==> src/rtl/frame_deframer_crc16_check_macros.svh <==
// assertion macros shared by the deframer rtl
`ifndef FRAME_DEFRAMER_CRC16_CHECK_MACROS_SVH
`define FRAME_DEFRAMER_CRC16_CHECK_MACROS_SVH

// same-cycle implication, checked outside reset
`define FDC_ASSERT_NOW(label, ante, cons) \
    label: assert property (@(posedge i_clk) disable iff (!i_rst_n) (ante) |-> (cons)) \
        else $error("deframer assertion failed");

// next-cycle implication, checked outside reset
`define FDC_ASSERT_NEXT(label, ante, cons) \
    label: assert property (@(posedge i_clk) disable iff (!i_rst_n) (ante) |=> (cons)) \
        else $error("deframer assertion failed");

`endif

==> src/rtl/fdcrc_pkg.sv <==
// package: constants, types and crc helper for the frame deframer
`default_nettype none

package fdcrc_pkg;

    localparam int unsigned HEADER_BYTES = 7;
    localparam int unsigned MAX_PAYLOAD  = 256;
    localparam int unsigned HCNT_W       = $clog2(HEADER_BYTES);
    localparam int unsigned PLEN_W       = 9;

    localparam logic [7:0]  SYNC_A     = 8'h54;
    localparam logic [7:0]  SYNC_B     = 8'h4D;
    localparam logic [7:0]  DIR_DEVICE = 8'h01;
    localparam logic [15:0] CRC_POLY   = 16'h1021;
    localparam logic [15:0] CRC_INIT   = 16'hFFFF;
    localparam logic [7:0]  VER_RESET  = 8'h02;
    localparam logic [PLEN_W-1:0] MAXLEN_RESET = PLEN_W'(MAX_PAYLOAD);
    localparam logic [PLEN_W-1:0] PLEN_SAT     = {PLEN_W{1'b1}};
    localparam logic [HCNT_W-1:0] HCNT_LAST    = HCNT_W'(HEADER_BYTES - 1);

    // header byte positions
    localparam int unsigned HB_VER   = 0;
    localparam int unsigned HB_FLAGS = 1;
    localparam int unsigned HB_LEN_L = 2;
    localparam int unsigned HB_LEN_H = 3;
    localparam int unsigned HB_CMD_L = 4;
    localparam int unsigned HB_CMD_H = 5;
    localparam int unsigned HB_SEQ   = 6;

    // configuration register indexes
    localparam logic REG_EXP_VERSION = 1'b0;
    localparam logic REG_MAX_LENGTH  = 1'b1;

    typedef enum logic [4:0] {
        PH_HUNT    = 5'b00001,
        PH_SECOND  = 5'b00010,
        PH_HEADER  = 5'b00100,
        PH_PAYLOAD = 5'b01000,
        PH_TRAILER = 5'b10000
    } t_phase;

    typedef enum logic [2:0] {
        EV_NONE     = 3'd0,
        EV_PAYLOAD  = 3'd1,
        EV_GOOD     = 3'd2,
        EV_CRC_FAIL = 3'd3,
        EV_WRONG_DIR = 3'd4,
        EV_HDR_REJ  = 3'd5
    } t_event;

    // crc-16 msb first, one byte
    function automatic logic [15:0] crc_feed(input logic [15:0] crc, input logic [7:0] b);
        logic [15:0] c;
        c = crc ^ {b, 8'h00};
        for (int k = 0; k < 8; k++) begin
            if (c[15]) begin
                c = {c[14:0], 1'b0} ^ CRC_POLY;
            end else begin
                c = {c[14:0], 1'b0};
            end
        end
        return c;
    endfunction

endpackage

`default_nettype wire

==> src/rtl/frame_deframer_crc16_check.sv <==
// Byte-stream frame deframer with sync hunt, header checks and CRC-16 verification.
//
// Input: one received byte per slave transaction (tdata[7:0]). Output: exactly one result
// per input byte on the master side; tuser carries the event code, tdata the payload byte,
// its index, header fields, the latched length and both frame counters.
// Configuration: plain write port, index 0 expected version, index 1 maximum payload length;
// write only while no byte is in flight.
// Timing: a byte's result is registered and appears in the cycle after its transaction.
// Throughput: one byte per cycle while results drain; the byte-wide crc update and the
// phase logic sit between the parser state and the output register.
// Reset (synchronous, active low): parser returns to the sync hunt, counters clear,
// expected version 2, maximum length 256, output register empty.
// Stall: the output register holds its result while the master side is not ready; a new byte
// is still taken in the same cycle that the waiting result leaves, so the slave side only
// stalls while the result register is full and not being drained.
`default_nettype none

module frame_deframer_crc16_check (
    input  wire logic         i_clk,
    input  wire logic         i_rst_n,
    input  wire logic         i_s_axis_tvalid,
    output logic              o_s_axis_tready,
    input  wire logic [7:0]   i_s_axis_tdata,   // [7:0] rx_byte
    output logic              o_m_axis_tvalid,
    input  wire logic         i_m_axis_tready,
    // [7:0] data_byte, [15:8] payload_index, [31:16] frame_cmd, [39:32] frame_flags,
    // [47:40] frame_seq, [56:48] payload_length, [88:57] good_frames,
    // [120:89] crc_failures, [127:121] zero
    output logic [127:0]      o_m_axis_tdata,
    output logic [2:0]        o_m_axis_tuser,   // [2:0] event_res
    input  wire logic         i_cfg_wr_en,
    input  wire logic         i_cfg_index,
    input  wire logic [8:0]   i_cfg_data
);

    localparam int unsigned PW = fdcrc_pkg::PLEN_W;
    localparam int unsigned HW = fdcrc_pkg::HCNT_W;

    logic [7:0]    r_exp_ver;
    logic [PW-1:0] r_max_len;

    fdcrc_pkg::t_phase r_phase, n_phase;
    logic [7:0]    r_hdr [fdcrc_pkg::HEADER_BYTES];
    logic [HW-1:0] r_hdr_cnt, n_hdr_cnt;
    logic [PW-1:0] r_pay_cnt, n_pay_cnt;
    logic [PW-1:0] r_len, n_len;
    logic [15:0]   r_crc, n_crc;
    logic [7:0]    r_tr_low, n_tr_low;
    logic          r_tr_cnt, n_tr_cnt;
    logic [31:0]   r_good, n_good;
    logic [31:0]   r_fail, n_fail;

    logic          r_out_valid;
    logic [127:0]  r_out_data;
    logic [2:0]    r_out_ev;

    fdcrc_pkg::t_event n_ev;
    logic [7:0]    n_data;
    logic [7:0]    n_idx;
    logic          n_show;
    logic [PW-1:0] n_plen;
    logic [7:0]    w_seq;
    logic [15:0]   w_cmd;

    logic          w_in_acc;
    logic [7:0]    w_b;
    logic [15:0]   w_hlen;
    logic [PW-1:0] w_lim;
    logic [15:0]   w_crc_upd;

    assign o_s_axis_tready = !r_out_valid || i_m_axis_tready;
    assign w_in_acc        = i_s_axis_tvalid && o_s_axis_tready;
    assign w_b             = i_s_axis_tdata;
    assign w_hlen          = {r_hdr[fdcrc_pkg::HB_LEN_H], r_hdr[fdcrc_pkg::HB_LEN_L]};
    assign w_lim           = (r_max_len > PW'(fdcrc_pkg::MAX_PAYLOAD)) ?
                             PW'(fdcrc_pkg::MAX_PAYLOAD) : r_max_len;
    assign w_crc_upd       = fdcrc_pkg::crc_feed(r_crc, w_b);
    assign w_cmd           = {r_hdr[fdcrc_pkg::HB_CMD_H], r_hdr[fdcrc_pkg::HB_CMD_L]};
    // on a rejected header the sequence byte is the one arriving now
    assign w_seq           = (n_ev == fdcrc_pkg::EV_HDR_REJ) ? w_b : r_hdr[fdcrc_pkg::HB_SEQ];

    always_comb begin
        n_phase   = r_phase;
        n_hdr_cnt = r_hdr_cnt;
        n_pay_cnt = r_pay_cnt;
        n_len     = r_len;
        n_crc     = r_crc;
        n_tr_low  = r_tr_low;
        n_tr_cnt  = r_tr_cnt;
        n_good    = r_good;
        n_fail    = r_fail;
        n_ev      = fdcrc_pkg::EV_NONE;
        n_data    = 8'h00;
        n_idx     = 8'h00;
        n_show    = 1'b0;
        n_plen    = '0;
        case (r_phase)
            fdcrc_pkg::PH_HUNT: begin
                if (w_b == fdcrc_pkg::SYNC_A) begin
                    n_phase = fdcrc_pkg::PH_SECOND;
                end
            end
            fdcrc_pkg::PH_SECOND: begin
                if (w_b == fdcrc_pkg::SYNC_B) begin
                    n_phase   = fdcrc_pkg::PH_HEADER;
                    n_hdr_cnt = '0;
                    n_crc     = fdcrc_pkg::CRC_INIT;
                end else if (w_b != fdcrc_pkg::SYNC_A) begin
                    n_phase = fdcrc_pkg::PH_HUNT;
                end
            end
            fdcrc_pkg::PH_HEADER: begin
                n_crc = w_crc_upd;
                if (r_hdr_cnt == fdcrc_pkg::HCNT_LAST) begin
                    if (r_hdr[fdcrc_pkg::HB_VER] != r_exp_ver ||
                        w_hlen > 16'(w_lim)) begin
                        n_ev      = fdcrc_pkg::EV_HDR_REJ;
                        n_show    = 1'b1;
                        n_plen    = (w_hlen > 16'(fdcrc_pkg::PLEN_SAT)) ?
                                    fdcrc_pkg::PLEN_SAT : w_hlen[PW-1:0];
                        n_phase   = fdcrc_pkg::PH_HUNT;
                        n_hdr_cnt = '0;
                        n_pay_cnt = '0;
                        n_tr_cnt  = 1'b0;
                    end else begin
                        n_len     = w_hlen[PW-1:0];
                        n_pay_cnt = '0;
                        n_tr_cnt  = 1'b0;
                        n_hdr_cnt = '0;
                        n_phase   = (w_hlen == 16'h0000) ? fdcrc_pkg::PH_TRAILER :
                                                          fdcrc_pkg::PH_PAYLOAD;
                    end
                end else begin
                    n_hdr_cnt = r_hdr_cnt + HW'(1);
                end
            end
            fdcrc_pkg::PH_PAYLOAD: begin
                n_ev      = fdcrc_pkg::EV_PAYLOAD;
                n_data    = w_b;
                n_idx     = r_pay_cnt[7:0];
                n_show    = 1'b1;
                n_plen    = r_len;
                n_crc     = w_crc_upd;
                n_pay_cnt = r_pay_cnt + PW'(1);
                if (n_pay_cnt >= r_len) begin
                    n_phase  = fdcrc_pkg::PH_TRAILER;
                    n_tr_cnt = 1'b0;
                end
            end
            fdcrc_pkg::PH_TRAILER: begin
                if (!r_tr_cnt) begin
                    n_tr_low = w_b;
                    n_tr_cnt = 1'b1;
                end else begin
                    n_show = 1'b1;
                    n_plen = r_len;
                    if ({w_b, r_tr_low} == r_crc) begin
                        if ((r_hdr[fdcrc_pkg::HB_FLAGS] & fdcrc_pkg::DIR_DEVICE) != 8'h00) begin
                            n_ev   = fdcrc_pkg::EV_GOOD;
                            n_good = r_good + 32'd1;
                        end else begin
                            n_ev = fdcrc_pkg::EV_WRONG_DIR;
                        end
                    end else begin
                        n_ev   = fdcrc_pkg::EV_CRC_FAIL;
                        n_fail = r_fail + 32'd1;
                    end
                    n_phase   = fdcrc_pkg::PH_HUNT;
                    n_hdr_cnt = '0;
                    n_pay_cnt = '0;
                    n_tr_cnt  = 1'b0;
                end
            end
            default: begin
                n_phase   = fdcrc_pkg::PH_HUNT;
                n_hdr_cnt = '0;
                n_pay_cnt = '0;
                n_tr_cnt  = 1'b0;
            end
        endcase
    end

    // configuration registers
    always_ff @(posedge i_clk) begin
        if (!i_rst_n) begin
            r_exp_ver <= fdcrc_pkg::VER_RESET;
            r_max_len <= fdcrc_pkg::MAXLEN_RESET;
        end else if (i_cfg_wr_en) begin
            case (i_cfg_index)
                fdcrc_pkg::REG_EXP_VERSION: r_exp_ver <= i_cfg_data[7:0];
                fdcrc_pkg::REG_MAX_LENGTH:  r_max_len <= i_cfg_data;
                default: ;
            endcase
        end
    end

    // parser state
    always_ff @(posedge i_clk) begin
        if (!i_rst_n) begin
            r_phase   <= fdcrc_pkg::PH_HUNT;
            r_hdr_cnt <= '0;
            r_pay_cnt <= '0;
            r_len     <= '0;
            r_crc     <= fdcrc_pkg::CRC_INIT;
            r_tr_cnt  <= 1'b0;
            r_good    <= '0;
            r_fail    <= '0;
        end else if (w_in_acc) begin
            r_phase   <= n_phase;
            r_hdr_cnt <= n_hdr_cnt;
            r_pay_cnt <= n_pay_cnt;
            r_len     <= n_len;
            r_crc     <= n_crc;
            r_tr_cnt  <= n_tr_cnt;
            r_good    <= n_good;
            r_fail    <= n_fail;
        end
    end

    // header bytes and trailer low byte, no reset needed
    always_ff @(posedge i_clk) begin
        if (w_in_acc) begin
            r_tr_low <= n_tr_low;
            if (r_phase == fdcrc_pkg::PH_HEADER) begin
                r_hdr[r_hdr_cnt] <= w_b;
            end
        end
    end

    // result register
    always_ff @(posedge i_clk) begin
        if (!i_rst_n) begin
            r_out_valid <= 1'b0;
        end else if (w_in_acc) begin
            r_out_valid <= 1'b1;
        end else if (i_m_axis_tready) begin
            r_out_valid <= 1'b0;
        end
    end

    always_ff @(posedge i_clk) begin
        if (w_in_acc) begin
            r_out_ev   <= n_ev;
            r_out_data <= {7'd0, n_fail, n_good, n_plen,
                           n_show ? w_seq : 8'h00,
                           n_show ? r_hdr[fdcrc_pkg::HB_FLAGS] : 8'h00,
                           n_show ? w_cmd : 16'h0000,
                           n_idx, n_data};
        end
    end

    assign o_m_axis_tvalid = r_out_valid;
    assign o_m_axis_tdata  = r_out_data;
    assign o_m_axis_tuser  = r_out_ev;

`include "frame_deframer_crc16_check_macros.svh"

    `FDC_ASSERT_NOW(a_pay_below_len, r_phase == fdcrc_pkg::PH_PAYLOAD, r_pay_cnt < r_len)
    `FDC_ASSERT_NOW(a_len_in_limit, r_phase == fdcrc_pkg::PH_PAYLOAD, r_len <= PW'(fdcrc_pkg::MAX_PAYLOAD))
    `FDC_ASSERT_NEXT(a_good_step, w_in_acc && n_ev == fdcrc_pkg::EV_GOOD, r_good == 32'($past(r_good) + 32'd1))
    `FDC_ASSERT_NEXT(a_fail_hold, w_in_acc && n_ev != fdcrc_pkg::EV_CRC_FAIL, $stable(r_fail))
    `FDC_ASSERT_NEXT(a_verdict_to_hunt, w_in_acc && n_ev != fdcrc_pkg::EV_NONE && n_ev != fdcrc_pkg::EV_PAYLOAD, r_phase == fdcrc_pkg::PH_HUNT)

endmodule

`default_nettype wire

==> config.mk <==
export PLATFORM = sky130hd
export DESIGN_NAME = frame_deframer_crc16_check
export DESIGN_NICKNAME = d
export VERILOG_FILES = /design/src/rtl/fdcrc_pkg.sv /design/src/rtl/frame_deframer_crc16_check.sv
export VERILOG_INCLUDE_DIRS = /design/src /design/src/rtl
export SDC_FILE = /design/constraint.sdc
export NUM_CORES = 1
export LEC_CHECK = 0
export BUFFER_PORTS_ARGS = -buffer_cell sky130_fd_sc_hd__buf_4
export CAP_MARGIN = 40
export CORE_MARGIN = 2
export CORE_UTILIZATION = 45
export CTS_CLUSTER_DIAMETER = 150
export DETAILED_ROUTE_END_ITERATION = 12
export MAX_ROUTING_LAYER = met4
export PLACE_DENSITY = 0.66
export SETUP_SLACK_MARGIN = 0.5
export SYNTH_ARGS = -nofsm -noshare
export SYNTH_HDL_FRONTEND = slang
export SYNTH_SLANG_ARGS = --single-unit
==> constraint.sdc <==
create_clock -name i_clk -period 7.3 [get_ports i_clk]
set_input_delay 1.46 -clock i_clk [delete_from_list [all_inputs] [get_ports i_clk]]
set_output_delay 1.46 -clock i_clk [all_outputs]
set_load 0.01 [all_outputs]
==> run summary <==
Outcome = complete, no violations
Final Skew = 0.0241 ns
VDD IR max = 168 uV
Setup tns final = 0 ns
Wire length per cell = 17.2 microns
Final setup fails = 0
Synthesis Warnings = 0
Port-buffer cells = 148
Nets = 1,477
Ports = 156
CORE AREA = 30,700 sq um
Grt met3 use = 2.98%
Worst-Skew Late Latency = 0.53 ns
Antenna viol nets, final = 0
Vias per cell = 5.36
Max-cap viol count = 0
Most common cell after layout, fill and taps aside = edfxtp_1
Post-synth EDFFs = 188
Die height = 181 microns
Cell Area, Placed = 15,600 sq um
Syn Inst Count = 1,291
Power Dens Cells = 233 nW/um^2
Placer Congestion = 0.866
Total GRT Usage = 19.9%
Die Wd = 181 microns
Clk root buf = clkbuf_16
RSZ-0062 raised after global routing = no
Avg Cell Area, Syn = 10.9 sq um
Tcrit/Tclk final = 52.8%
Post-CTS Setup Bufs = 0
CTS tree = done
Initial Util = 45.9%
Rows = 64
Mapped Area = 14,100 sq um
Post-synthesis sequential area ratio = 57.9%
Cell chain of the critical path = buf_4, nand2b_1, nand2_1, buf_8, inv_6, nand3_2, or4_1, a21oi_1
Most frequent cells in the layout = 188 x edfxtp_1, 173 x nand2_1, 161 x buf_4, 125 x dfxtp_1, 90 x nor2_1
Min Clock Period, post-route = 3.85 ns
Post-synthesis register bit count = 313
H-tree depth = 2
Layout area overhead = 18.4%
Library cells used by synthesis = 69
Critical path type = primary input to flip-flop
Critical-path top delay cell = nand3_2
Total gr overflow = 0
Residual DRC count = 0
Fin. max-slew vios = 0
Cts bufs inserted = 35
Number of global-route vias before repair = 9,469
Layout cell share with drive strength beyond 1 = 17.1%
Worst hold path class = flip-flop to flip-flop
Cts hold-fix bufs = 0
Synth Flop Type = edfxtp_1
# diodes = 0
Crit. End Element = flip-flop
Worst Path Max Fanout = 69
Largest net degree at the start of global routing = 70
GRT busiest layer = met2
CTS Sinks = 313
Post_cts resized = 0
Met2 GRT Util = 31.3%
Leak Pwr = 6.17 nW
CP arrival = 4.28 ns
Post-DP HPWL = 21.2 mm
WL final = 31.8 mm
Fmax = 260 MHz
Drt pass-1 iters = 5
Via count = 9,946
Final Hold Vio Count = 0
Slowest stage delay, CP = 0.68 ns
Share of flip-flops with an asynchronous set or reset = 0%
1st-iter DRT viols = 835
Worst Tran Pin Value = 0.822 ns
First-pass GRT wire length = 51.2 mm
Final Instance Area = 16,700 sq um
Die area = 32,700 sq um
Reg clk slew, reported paths = 0.06 ns
Startpoint types = primary input
Relative slew slack = 45.1%
CP required = 7.73 ns
Clk buf depth = 3
Initial antenna violation count = 0
M1 GR Usage = 26.8%
[metal layers]
layer	up-vias	part of all wire, %
met1	4754	46
met2	259	47
met5	-	0
li1	4882	-
met4	0	2.1
met3	51	4.6
[Yosys cell counts, drive strengths merged (3+ instances only)]
master / instances / area share (%)
a2111oi: 3 / 0.23
a21oi: 59 / 2.1
and2: 26 / 1.2
and3: 15 / 0.68
and4: 10 / 0.62
buf: 24 / 1.1
clkbuf: 43 / 1.2
dfxtp: 125 / 18
edfxtp: 188 / 40
ha: 21 / 1.9
inv: 21 / 0.56
mux2i: 17 / 1.2
nand2: 173 / 4.6
nand2b: 12 / 0.53
nand3: 72 / 2.7
nand3b: 3 / 0.16
nand4: 30 / 1.5
nor2: 91 / 2.5
nor2b: 29 / 1.3
nor3: 30 / 1.3
nor3b: 3 / 0.16
nor4: 21 / 1.6
o211ai: 7 / 0.37
o21a: 4 / 0.21
o21ai: 46 / 1.6
o21bai: 3 / 0.16
o22ai: 7 / 0.31
o31ai: 10 / 0.53
or2: 5 / 0.24
or3: 22 / 0.98
or4: 13 / 0.69
xnor2: 86 / 5.6
xor2: 46 / 2.9
[cell families after synthesis]
logic type | Yosys count | share of synthesized area, %
muxes | 19 | 1.37
DFF | 313 | 57.9
AOI/OAI and AO/OA | 156 | 6.58
and+or+nand+nor | 559 | 20.9
buffers and inverters | 90 | 2.88
other | 1 | 0.0266
xor gates and xnor gates | 132 | 8.48
adders and majority gates | 21 | 1.87
[metrics by stage]
stage | power [mW] | std cells | hold WS [ns] | worst slack, ns | utilization [%]
CTS | 3.91 | 1855 | 0.456 | 3.43 | 54.3
floorplan | 2.16 | 1297 | 0.432 | 0.843 | -
finish | 3.88 | 1855 | 0.453 | 3.45 | 54.3
detailed placement | 2.27 | 1792 | 0.448 | 2.95 | 50.9
global placement | 2.27 | 1782 | 0.446 | 2.55 | 50.5
global route | 4.02 | 1855 | 0.483 | 3.16 | 54.3
[cell type report]
| type | instances | area [sq um] |
|---|---|---|
| clock buffer | 53 | 1000 |
| clock inverter | 10 | 60.1 |
| fill | 2722 | 14000 |
| inverter | 23 | 91.3 |
| multi-input combinational | 894 | 5570 |
| sequential | 313 | 8150 |
| tap | 396 | 495 |
| timing repair buffer | 166 | 1290 |
[where the power goes]
| part | switching [mW] | internal [mW] | total [mW] | leakage, nW |
|---|---|---|---|---|
| Clock | 0.686 | 0.954 | 1.64 | 0.518 |
| Sequential | 0.0379 | 1.92 | 1.95 | 2.83 |
| Combinational | 0.167 | 0.116 | 0.283 | 2.83 |
| Total | 0.891 | 2.99 | 3.88 | 6.17 |
[state kept, by name, summed over array words and instances (netlist names), 3 cells and up]
| register | cells |
|---|---|
| o_m_axis_tdata | 121 |
| r_max_len | 9 |
| r_exp_ver | 8 |
| r_phase | 5 |
| r_crc | 16 |
| r_fail | 32 |
| r_hdr_cnt | 3 |
| o_m_axis_tuser | 3 |
| r_good | 32 |
| r_len | 9 |
| r_tr_low | 8 |
| r_hdr | 56 |
| r_pay_cnt | 9 |
[worst max-delay path, delay by kind of cell]
| family | cells | cell delay (ns) |
|---|---|---|
| AND/OR/NAND/NOR | 4 | 1.81 |
| buffers and inverters | 3 | 0.80 |
| AO/OA/AOI/OAI | 1 | 0.17 |
[path summary, 6_finish.rpt]
check,from,end,slack (ns),cells after the start
worst min-delay path,r_max_len[1],r_max_len[1],0.45,2
worst max register to register,r_pay_cnt[0],r_phase[1],4.18,10
worst max-delay path,i_m_axis_tready,r_fail[21],3.45,8
worst min register to register,r_max_len[1],r_max_len[1],0.45,2
No activity file was read; power rests on OpenSTA's default activity.
